### src/rtl/core/cle_pkg.sv
// cle_pkg: shared types and codes for the contiguous list engine.
// Used by cle_cell and contiguous_list_engine; depends on nothing.
package cle_pkg;

   // Command codes of an incoming word.
   localparam logic [2:0] CMD_INSERT = 3'd0;
   localparam logic [2:0] CMD_DELETE = 3'd1;
   localparam logic [2:0] CMD_READ   = 3'd2;
   localparam logic [2:0] CMD_WRITE  = 3'd3;
   localparam logic [2:0] CMD_SEARCH = 3'd4;
   localparam logic [2:0] CMD_SORT   = 3'd5;

   // Status codes of a result word.
   localparam logic [1:0] STS_OK    = 2'd0;
   localparam logic [1:0] STS_RANGE = 2'd1;
   localparam logic [1:0] STS_FULL  = 2'd2;

   typedef enum logic [2:0] {
      OP_NOP,
      OP_INSERT,
      OP_DELETE,
      OP_WRITE,
      OP_SORT
   } cell_op_type;

   typedef enum logic {
      ST_READY,
      ST_SORT
   } state_type;

   typedef struct packed {
      logic [2:0]         cmd;
      logic [4:0]         position;
      logic signed [31:0] value;
   } req_word_type;

   typedef struct packed {
      logic signed [31:0] read_value;
      logic               found;
      logic [3:0]         found_index;
      logic [1:0]         status;
      logic [4:0]         count;
   } rsp_word_type;

   // Broadcast from the control logic to every cell.
   typedef struct packed {
      cell_op_type        op;
      logic [4:0]         position;
      logic [31:0]        value;
      logic               phase;
   } cell_ctl_type;

endpackage

### src/rtl/core/cle_cell.sv
// cle_cell: one list entry of the contiguous list engine chain.
// Depends on cle_pkg.
module cle_cell #(
   parameter int WIDTH = 32,
   parameter int CW    = 5,
   parameter int INDEX = 0
) (
   input  logic                  clock,
   input  cle_pkg::cell_ctl_type ctl,
   input  logic [CW-1:0]         count,
   input  logic [WIDTH-1:0]      left_data,
   input  logic [WIDTH-1:0]      right_data,
   output logic [WIDTH-1:0]      data,
   output logic                  match
);

   localparam logic PAR = 1'(INDEX % 2);

   logic [WIDTH-1:0] data_ff;
   logic [WIDTH-1:0] data_in;
   logic [WIDTH-1:0] key;
   int               pos_i;
   int               cnt_i;

   // incoming word value, zero extended or cut to the entry width
   generate
      if (WIDTH >= 32) begin : g_wide
         assign key = WIDTH'(ctl.value);
      end else begin : g_narrow
         assign key = ctl.value[WIDTH-1:0];
      end
   endgenerate

   assign pos_i = int'(ctl.position);
   assign cnt_i = int'(count);

   always_comb begin
      data_in = data_ff;
      case (ctl.op)
         cle_pkg::OP_INSERT: begin
            if (INDEX == pos_i) begin
               data_in = key;
            end else if (INDEX > pos_i && INDEX <= cnt_i) begin
               data_in = left_data;
            end
         end
         cle_pkg::OP_DELETE: begin
            if (INDEX >= pos_i && INDEX + 1 < cnt_i) begin
               data_in = right_data;
            end
         end
         cle_pkg::OP_WRITE: begin
            if (INDEX == pos_i) begin
               data_in = key;
            end
         end
         cle_pkg::OP_SORT: begin
            // odd-even transposition: lower cell of a pair keeps the larger
            if (PAR == ctl.phase) begin
               if (INDEX + 1 < cnt_i && $signed(data_ff) < $signed(right_data)) begin
                  data_in = right_data;
               end
            end else if (INDEX > 0 && INDEX < cnt_i) begin
               if ($signed(left_data) < $signed(data_ff)) begin
                  data_in = left_data;
               end
            end
         end
         default: begin
            data_in = data_ff;
         end
      endcase
   end

   always_ff @(posedge clock) begin
      data_ff <= data_in;
   end

   assign data  = data_ff;
   assign match = (data_ff == key) && (INDEX < cnt_i);

endmodule

### src/rtl/core/contiguous_list_engine.sv
// contiguous_list_engine: packed ordered list of signed words with a count.
// Depends on cle_pkg and cle_cell.
//
//   channel | direction | handshake          | word
//   req     | in        | req_valid/req_stall | cle_pkg::req_word_type
//   rsp     | out       | rsp_valid/rsp_stall | cle_pkg::rsp_word_type
//
// Insert, delete, read, write and search finish in the cycle the word is
// taken; the result is registered in the output register, so such words
// flow at one per cycle while the result is not stalled. Sort runs DEPTH
// odd-even transposition steps through the cell chain, input stalled.
// Reset (synchronous) empties the list; entry contents are not cleared.
// A stalled result holds the input off only until it is taken.
module contiguous_list_engine #(
   parameter int DEPTH = 16,
   parameter int WIDTH = 32
) (
   input  logic                  clock,
   input  logic                  reset,
   input  logic                  req_valid,
   output logic                  req_stall,
   input  cle_pkg::req_word_type req_data,
   output logic                  rsp_valid,
   input  logic                  rsp_stall,
   output cle_pkg::rsp_word_type rsp_data
);

   localparam int CW = $clog2(DEPTH + 1);
   localparam int IW = $clog2(DEPTH);
   localparam int PW = (CW > 5) ? CW : 5;

   cle_pkg::state_type    state_ff, state_in;
   logic [IW-1:0]         step_ff, step_in;
   logic [CW-1:0]         count_ff, count_in;
   logic                  rsp_valid_ff, rsp_valid_in;
   cle_pkg::rsp_word_type rsp_ff, rsp_in;

   cle_pkg::cell_ctl_type ctl;
   cle_pkg::cell_op_type  op_req;
   logic                  accept;
   logic                  sort_go;
   logic [CW-1:0]         count_calc;
   logic [PW-1:0]         pos_x;
   logic [PW-1:0]         cnt_x;
   logic [WIDTH-1:0]      cell_data [DEPTH];
   logic [DEPTH-1:0]      match;
   logic [IW-1:0]         hit_idx;
   logic [WIDTH-1:0]      rd_word;

   assign accept = req_valid && !req_stall;
   assign pos_x  = PW'(req_data.position);
   assign cnt_x  = PW'(count_ff);

   // ---- cell chain ----
   generate
      for (genvar g = 0; g < DEPTH; g++) begin : g_cell
         logic [WIDTH-1:0] left_w;
         logic [WIDTH-1:0] right_w;
         if (g == 0) begin : g_first
            assign left_w = '0;
         end else begin : g_left
            assign left_w = cell_data[g-1];
         end
         if (g == DEPTH - 1) begin : g_last
            assign right_w = '0;
         end else begin : g_right
            assign right_w = cell_data[g+1];
         end
         cle_cell #(
            .WIDTH(WIDTH),
            .CW   (CW),
            .INDEX(g)
         ) u_cell (
            .clock     (clock),
            .ctl       (ctl),
            .count     (count_ff),
            .left_data (left_w),
            .right_data(right_w),
            .data      (cell_data[g]),
            .match     (match[g])
         );
      end
   endgenerate

   // lowest matching entry
   always_comb begin
      hit_idx = '0;
      for (int i = DEPTH - 1; i >= 0; i--) begin
         if (match[i]) begin
            hit_idx = IW'(i);
         end
      end
   end

   assign rd_word = cell_data[IW'(req_data.position)];

   // ---- command decode and result ----
   always_comb begin
      op_req     = cle_pkg::OP_NOP;
      sort_go    = 1'b0;
      count_calc = count_ff;
      rsp_in     = '0;
      case (req_data.cmd)
         cle_pkg::CMD_INSERT: begin
            if (pos_x > cnt_x) begin
               rsp_in.status = cle_pkg::STS_RANGE;
            end else if (cnt_x == PW'(DEPTH)) begin
               rsp_in.status = cle_pkg::STS_FULL;
            end else begin
               op_req     = cle_pkg::OP_INSERT;
               count_calc = count_ff + 1'b1;
            end
         end
         cle_pkg::CMD_DELETE: begin
            if (pos_x >= cnt_x) begin
               rsp_in.status = cle_pkg::STS_RANGE;
            end else begin
               op_req     = cle_pkg::OP_DELETE;
               count_calc = count_ff - 1'b1;
            end
         end
         cle_pkg::CMD_READ: begin
            if (pos_x >= cnt_x) begin
               rsp_in.status = cle_pkg::STS_RANGE;
            end else begin
               rsp_in.read_value = $signed(32'(rd_word));
            end
         end
         cle_pkg::CMD_WRITE: begin
            if (pos_x >= cnt_x) begin
               rsp_in.status = cle_pkg::STS_RANGE;
            end else begin
               op_req = cle_pkg::OP_WRITE;
            end
         end
         cle_pkg::CMD_SEARCH: begin
            if (|match) begin
               rsp_in.found       = 1'b1;
               rsp_in.found_index = 4'(hit_idx);
            end
         end
         cle_pkg::CMD_SORT: begin
            sort_go = 1'b1;
         end
         default: begin
            op_req = cle_pkg::OP_NOP;
         end
      endcase
      rsp_in.count = 5'(count_calc);
   end

   assign count_in     = accept ? count_calc : count_ff;
   assign rsp_valid_in = accept ? 1'b1 : (rsp_valid_ff && rsp_stall);

   // ---- sort sequencer: next state ----
   always_comb begin
      state_in = state_ff;
      step_in  = '0;
      case (state_ff)
         cle_pkg::ST_READY: begin
            if (accept && sort_go) begin
               state_in = cle_pkg::ST_SORT;
            end
         end
         cle_pkg::ST_SORT: begin
            step_in = step_ff + 1'b1;
            if (step_ff == IW'(DEPTH - 1)) begin
               state_in = cle_pkg::ST_READY;
               step_in  = '0;
            end
         end
         default: begin
            state_in = cle_pkg::ST_READY;
         end
      endcase
   end

   // ---- sort sequencer: outputs ----
   always_comb begin
      ctl.position = req_data.position;
      ctl.value    = req_data.value;
      ctl.phase    = step_ff[0];
      ctl.op       = cle_pkg::OP_NOP;
      req_stall    = rsp_valid_ff && rsp_stall;
      case (state_ff)
         cle_pkg::ST_READY: begin
            if (accept) begin
               ctl.op = op_req;
            end
         end
         cle_pkg::ST_SORT: begin
            ctl.op    = cle_pkg::OP_SORT;
            req_stall = 1'b1;
         end
         default: begin
            req_stall = 1'b1;
         end
      endcase
   end

   always_ff @(posedge clock) begin
      if (reset) begin
         state_ff     <= cle_pkg::ST_READY;
         step_ff      <= '0;
         count_ff     <= '0;
         rsp_valid_ff <= 1'b0;
      end else begin
         state_ff     <= state_in;
         step_ff      <= step_in;
         count_ff     <= count_in;
         rsp_valid_ff <= rsp_valid_in;
      end
   end

   always_ff @(posedge clock) begin
      if (accept) begin
         rsp_ff <= rsp_in;
      end
   end

   assign rsp_valid = rsp_valid_ff;
   assign rsp_data  = rsp_ff;

endmodule
### config.mk
export PLATFORM = sky130hd
export DESIGN_NAME = contiguous_list_engine
export DESIGN_NICKNAME = d
export VERILOG_FILES = /design/src/rtl/core/cle_pkg.sv /design/src/rtl/core/cle_cell.sv /design/src/rtl/core/contiguous_list_engine.sv
export SDC_FILE = /design/constraint.sdc
export NUM_CORES = 2
export LEC_CHECK = 0
export ABC_AREA = 0
export BUFFER_PORTS_ARGS = -buffer_cell sky130_fd_sc_hd__buf_2
export CAP_MARGIN = 10
export CORE_MARGIN = 8
export CORE_UTILIZATION = 41
export DETAILED_ROUTE_END_ITERATION = 7
export PLACE_DENSITY = 0.57
export SETUP_SLACK_MARGIN = 0.5
export SLEW_MARGIN = 20
export SYNTH_ARGS = -nofsm -noshare
export SYNTH_HDL_FRONTEND = slang
export SYNTH_SLANG_ARGS = --single-unit
### constraint.sdc
create_clock -name clock -period 6.4 [get_ports clock]
set_clock_uncertainty 0.15 [all_clocks]
set_input_delay 0.64 -clock clock [delete_from_list [all_inputs] [get_ports clock]]
set_output_delay 0.64 -clock clock [all_outputs]
set_load 0.05 [all_outputs]
# == Yosys cells after proc, flatten, opt, wreduce, memory -nomap -nowiden ==
# Index checks and enable logic that the tools add are counted.
# Widths: inputs -> output; s select.
# op_classes
n_bitwise,5
add_sub_neg,3
n_eq_ne,137
order_cmp,84
n_mux,183
reduce_logical,95
# ops
op,count
$mux 32,128
$pmux 32 s4,16
$eq 32x32->1,16
$lt 32x32->1,15
$ne 3x2->1 const B,45
$bmux 32 s4,1
$reduce_and 7->1,15
$logic_and 1x1->1,67
$ne 2x1->1 const B,33
$mux 4,16
$ne 3x1->1 const B,16
$eq 5x5->1 const A,8
$ge 4x5->1 const A,8
$gt 4x5->1 const A,8
$le 4x5->1 const A,8
$lt 4x5->1 const A,8
$logic_not 32->1,1
$lt 32x1->1 const B,1
$eq 4x5->1 const A,4
$ge 3x5->1 const A,4
$gt 3x5->1 const A,4
$le 3x5->1 const A,4
$lt 3x5->1 const A,4
$mux 5,4
other kinds (43),73
# word_totals
elab_cells,535
ff_bits,567
in_bits,44
output_inout_bits,46

# == Logic depth before layout (Yosys ltp) ==
# depth
word_depth,19
ltp_mapped,16
ltp_nobuf,14

# == Modules after synthesis ==
# Synthesis repeated with hierarchy kept, for this count alone.
# unflattened
cells_unflattened,7450
hier_area_um2,66900.4
# by_module_without_submodules
module,area_each_um2,cells_each,instances,seq_area_each_um2
contiguous_list_engine,6399.9,440,1,1541.5
cle_cell (g_cell[12].u_cell),4003.8,494,1,960.9
cle_cell (g_cell[15].u_cell),3986.3,470,1,960.9
cle_cell (g_cell[11].u_cell),3968.8,454,1,960.9
cle_cell (g_cell[2].u_cell),3968.8,459,1,960.9
cle_cell (g_cell[14].u_cell),3967.6,470,1,960.9
cle_cell (g_cell[4].u_cell),3956.3,468,1,960.9
cle_cell (g_cell[10].u_cell),3935.0,462,1,960.9
cle_cell (g_cell[1].u_cell),3930.0,463,1,960.9
cle_cell (g_cell[9].u_cell),3920.0,464,1,960.9
cle_cell (g_cell[8].u_cell),3911.3,445,1,960.9
cle_cell (g_cell[6].u_cell),3902.5,463,1,960.9
cle_cell (g_cell[5].u_cell),3604.7,403,1,960.9
cle_cell (g_cell[3].u_cell),3587.2,405,1,960.9
+3 rows,-,-,-,-

# == Worst setup path before layout ==
# Ideal clock, no wire load.
# synth_timing
path_type,input-to-reg
from,input port req_data[32] (netlist name)
to,"register g_cell[5].u_cell.data_ff[0], enable pin"
cell_stages,13
required_time_ns,5.737
n_path_buf,4
slack_ns,-0.315
setup_time_ns,0.513
arrival_ns,6.052
path_cell_list,clkbuf_1 -> buf_2 -> inv_1 -> ha_1 -> or2_1 -> a21oi_1 -> nor2_1 -> a21oi_1 -> or4_1 -> clkbuf_1 -> buf_6 -> a31oi_1 -> nor4b_1
# synth_via
elab_chain_cells,8
elab_cells_between_ends,25
cone_classes,order compare (4); eq/ne (11); mux (6); reduce/logical (4)
# synth_rtl
element,line_no,text
start: declaration,contiguous_list_engine.sv:22,"input cle_pkg::req_word_type req_data,"
$ge 5x5->1 or $gt 5x5->1 (tied branches),"contiguous_list_engine.sv:115, contiguous_list_engine.sv:130, contiguous_list_engine.sv:105",
"$mux 2, or another cell as far along",contiguous_list_engine.sv:130,if (pos_x >= cnt_x) begin
$pmux 2 s3,contiguous_list_engine.sv:103,case (req_data.cmd)
$mux 3,contiguous_list_engine.sv:187,if (accept) begin
$pmux 3 s2,contiguous_list_engine.sv:185,case (state_ff)
"$eq 3x1->1, or another cell as far along",cle_cell.sv:39,case (ctl.op)
"$ne 3x1->1 (no source line), or another cell as far along",-,
$reduce_and 7->1 (no source line) *,-,
end signal: assignment,cle_cell.sv:76,data_ff <= data_in;
end: declaration,cle_cell.sv:19,logic [WIDTH-1:0] data_ff;
# Mark *: on every way between the ends. The rest lies on a longest branch, timed or not.
# A chain may end at the register's enable or synchronous reset.

# == Worst setup path in the final report ==
# layout_timing
from,"register count_ff[4], in the netlist cnt_x[4]"
to,"register g_cell[6].u_cell.data_ff[1], enable pin"
# layout_via
elab_chain_cells,9
elab_cells_between_ends,28
cone_classes,order compare (5); eq/ne (11); mux (7); reduce/logical (5)
# layout_rtl
element,line_no,text
start: declaration,contiguous_list_engine.sv:34,"logic [CW-1:0] count_ff, count_in;"
start signal: assignment,contiguous_list_engine.sv:210,count_ff <= count_in;
branches (longest 8 deep; another with $ge 5x5->1),-,
$reduce_and 7->1 (no source line) *,-,
end signal: assignment,cle_cell.sv:76,
end: declaration,cle_cell.sv:19,
# Every way passes the cells marked *.

==> reports/metrics.sh <==
OUTCOME='complete, but fails checks'
FAILING_CHECKS='DRC'
FIRST_ITER_VIOLATIONS=7851
LAYOUT.CELL_AREA.NON_FILLER_UM2=52400
GRT_FIRST_PASS_WIRELENGTH_UM=271000
GLOBALPLACE.CONGESTION=1.04
SYNTHESIS.AREA_UM2=48000
HOLD_VIOL_FINAL=0
POWER_LEAKAGE_nW=22.5
DRT.ANTENNA.VIOLATING_NETS=0
YS.WARNINGS.COUNT=0
P_SWITCHING_W=0.00361
DRIVE_GT1_SHARE_PCT=11.0
CRITPATHREQUIREDTIME_NS=6.54
DIE_H_UM=358
CRITICAL_PATH_CLASS='register to register'
FLOORPLAN.INITIALDENSITY_PCT=41.3
POWER_INTERNAL_W=0.00757
DRC=190
CAP_VIOL_MAX_COUNT=0
CTS_RESIZED=0
SEQ_AREA_FRAC_SYNTH_PCT=35.2
SLEW_VIOL_FINAL=0
DESIGN.FINAL.NETS=5175
PLACE.DETAILED.HPWL_UM=142000
HOLDCRITPATHCLASS='primary input to register'
LEADING_AREA_CONTRIBUTOR_AFTER_SYNTHESIS='edfxtp_1'
SYNTH.LIB_CELLS_USED.DISTINCT=74
PORT_BUFFERS=89
COMBINATIONAL_POWER_SHARE_PCT=21.8
FILLERS=11000
CRITICAL_PATH.MAX_FANOUT=32
DPL_CELL_AREA_UM2=50200
CTS.CLK_SLEW.WORST_PATHS_NS=0.05
SETUP-VIOLATIONS-FINAL=0
WIRELENGTH_UM=187000
FIN_WORST_HOLD_SLACK_NS=0.0917
MAPPEDNETLISTNETS=5237
CTS_SINKS=567
DESIGN.DIE.AREA_UM2=128000
ROUTE.DETAILED.WL_PER_INST_UM=30.1
SWSHARE_PCT=32.3
GRT_MAX_DEGREE=96
NUMBER_OF_ENABLE_FLIP_FLOP_CELLS_AFTER_SYNTHESIS=556
CP_DATA_ARRIVAL_TIME_NS=4.84
SYNTH.AVG_CELL_AREA_UM2=10.2
START_KIND='register'
SYNTH_TOP_AREA_SHARE_PCT=34.8
MOST_FREQUENT_CELLS_IN_THE_LAYOUT='inv_1, edfxtp_1, ha_1, a222oi_1, xnor2_1'
IOPINCOUNT=90
DRT_PRE_ANTENNA_ITERS=8
TRITONCTS.NUM_BUFFERS=72
UTILIZATION_PCT=45.1
POSTCTSSETUPREPAIRBUFS=0
CTS.HTREE.LEVELS=3
CTS_TREE='done'
P_TOTAL_W=0.0112
RATIO_OF_FINAL_MINIMUM_PERIOD_TO_CLOCK_PERIOD_PCT=73.5
DIE_WIDTH_UM=358
DRT-VIAS-PER-INSTANCE=6.54
FINAL_CELLS=6234
ROUTE.VIAS.TOTAL=40700
PLACE.DETAILED.INSTANCES=6105
SYNTH_FF_TYPE='edfxtp_1'
MAX-CLOCK-PATH-BUFFERS=3
SEQ_POWER_SHARE_PCT=42.1
TIMING.FMAX_MHz=213
ROW_COUNT=125
CTS.ROOT.BUFFER_CELL='clkbuf_16'
GRT_USAGE_PCT=28.3
NUMBER_OF_ANTENNA_VIOLATIONS_AT_THE_FIRST_CHECK_IN_GLOBAL_ROUTING=11
CORE_UM2=116000
SYN_INST=4717
AREAGROWTHSYNTHTOFINISH_PCT=9.13
TIMING.SLEW.HEADROOM_PCT=27.4
FINALWORSTPATHREQUIREDPERIOD_NS=4.71
OVERFLOW=0
TIMING.CRITICAL_PATH.TO_TYPE='register'
FIRST_GLOBAL_VIAS=38900
WORST-SLEW-PIN-TRANSITION_NS=1.09
FINAL_COMMON_CELL='inv_1'
ASYNC_FLOP_SHARE_PCT=0
POSTSYNTHREGISTERBITS=567
CTS_HOLD_BUFFERS=0
IRDROPWORSTVDD_V=0.000214
CLKLATENCYLATEPIN_NS=0.66
POWER.DENSITY_nW_PER_UM2=213
SETUP_REPAIR_AFTER_GLOBAL_ROUTING_MISSED_ITS_MARGIN='no'
CLOCK_POWER_SHARE_PCT=36.0
SYNTH.AREA.TOP_CELLS='edfxtp_1, ha_1, a222oi_1'
## stage by stage
step	TNS (ns)	setup WS, ns
finish	0	1.69
global route	0	1.47
CTS	0	1.65
detailed placement	0	1.69
global placement	0	1.69
floorplan	-8.82	-0.138
## synthesized netlist by cell type (all sizes together) (47+ instances only)
master / number
a21oi: 173
xnor2: 304
nor2b: 63
nor4: 84
edfxtp: 556
xor2: 214
nor3: 47
a21o: 75
mux4: 160
buf: 156
nand2: 95
ha: 476
a22o: 66
nand4: 153
clkbuf: 180
inv: 940
a222oi: 448
o21ai: 148
nor2: 123
## layer usage
| layer | GRT usage [%] | vias to the layer above | part of all wire [%] |
|---|---|---|---|
| met4 | 17.3 | 2 | 7.3 |
| met2 | 42.7 | 2639 | 43 |
| met3 | 6.72 | 453 | 12 |
| met1 | 36.7 | 20000 | 38 |
| li1 | - | 17700 | - |
| met5 | 0 | - | 0.0069 |
## critical path, cell delays in order, from the launching register on
cell and delay (ns):
dfxtp_1 0.64, clkinv_4 0.27, ha_1 0.36, nand4_1 0.12, nor2_1 0.20, a21oi_1 0.10
nor2_1 0.24, a21oi_1 0.12, or4_1 0.42, buf_4 0.22, nand2_1 0.36, nor2_1 0.28
nor4_2 0.33, buf_4 0.45
## final timing paths
check,from,slack (ns),to,cells past startpoint
min reg2reg,rsp_valid,0.33,rsp_valid,2
max reg2reg,cnt_x[4],1.69,g_cell[6].u_cell.data[1],13
max,cnt_x[4],1.69,g_cell[6].u_cell.data[1],13
min,rsp_stall,0.09,rsp_valid,3
## power by group through the flow
stage	Clock [W]	Combinational, W	Sequential (W)
floorplan	0	0.00154	0.00469
global placement	0	0.00235	0.00477
detailed placement	0	0.00238	0.00477
CTS	0.00408	0.00239	0.00470
global route	0.00420	0.00261	0.00473
finish	0.00403	0.00244	0.00471
## final cells by class
class / instances / area [um2] / share of cell area (%)
clock inverters: 36 / 279 / 0.532
well taps: 1524 / 1910 / 3.64
inverters: 941 / 3540 / 6.75
clock buffers: 92 / 1950 / 3.72
diodes: 1 / 2.50 / 0.00478
repair buffers: 200 / 1380 / 2.63
flip-flops and latches: 567 / 16900 / 32.3
multi-input cells: 2873 / 26400 / 50.4
## sequential cells by signal (all words and copies together), names as in the netlist
register	cells
g_cell.u_cell.data	512
step_ff	4
state_ff	1
rsp_valid	1
rsp_data	44
cnt_x	5
## kinds of logic after synthesis
logic type	after synthesis	synth area share [%]
compound gates	1039	17.2
xor+xnor	518	9.45
fa+ha+maj	476	12.4
buf+inv	1277	10.5
flops	567	35.2
mux	166	7.64
simple gates	674	7.54
(Power assumes the default switching activity.)
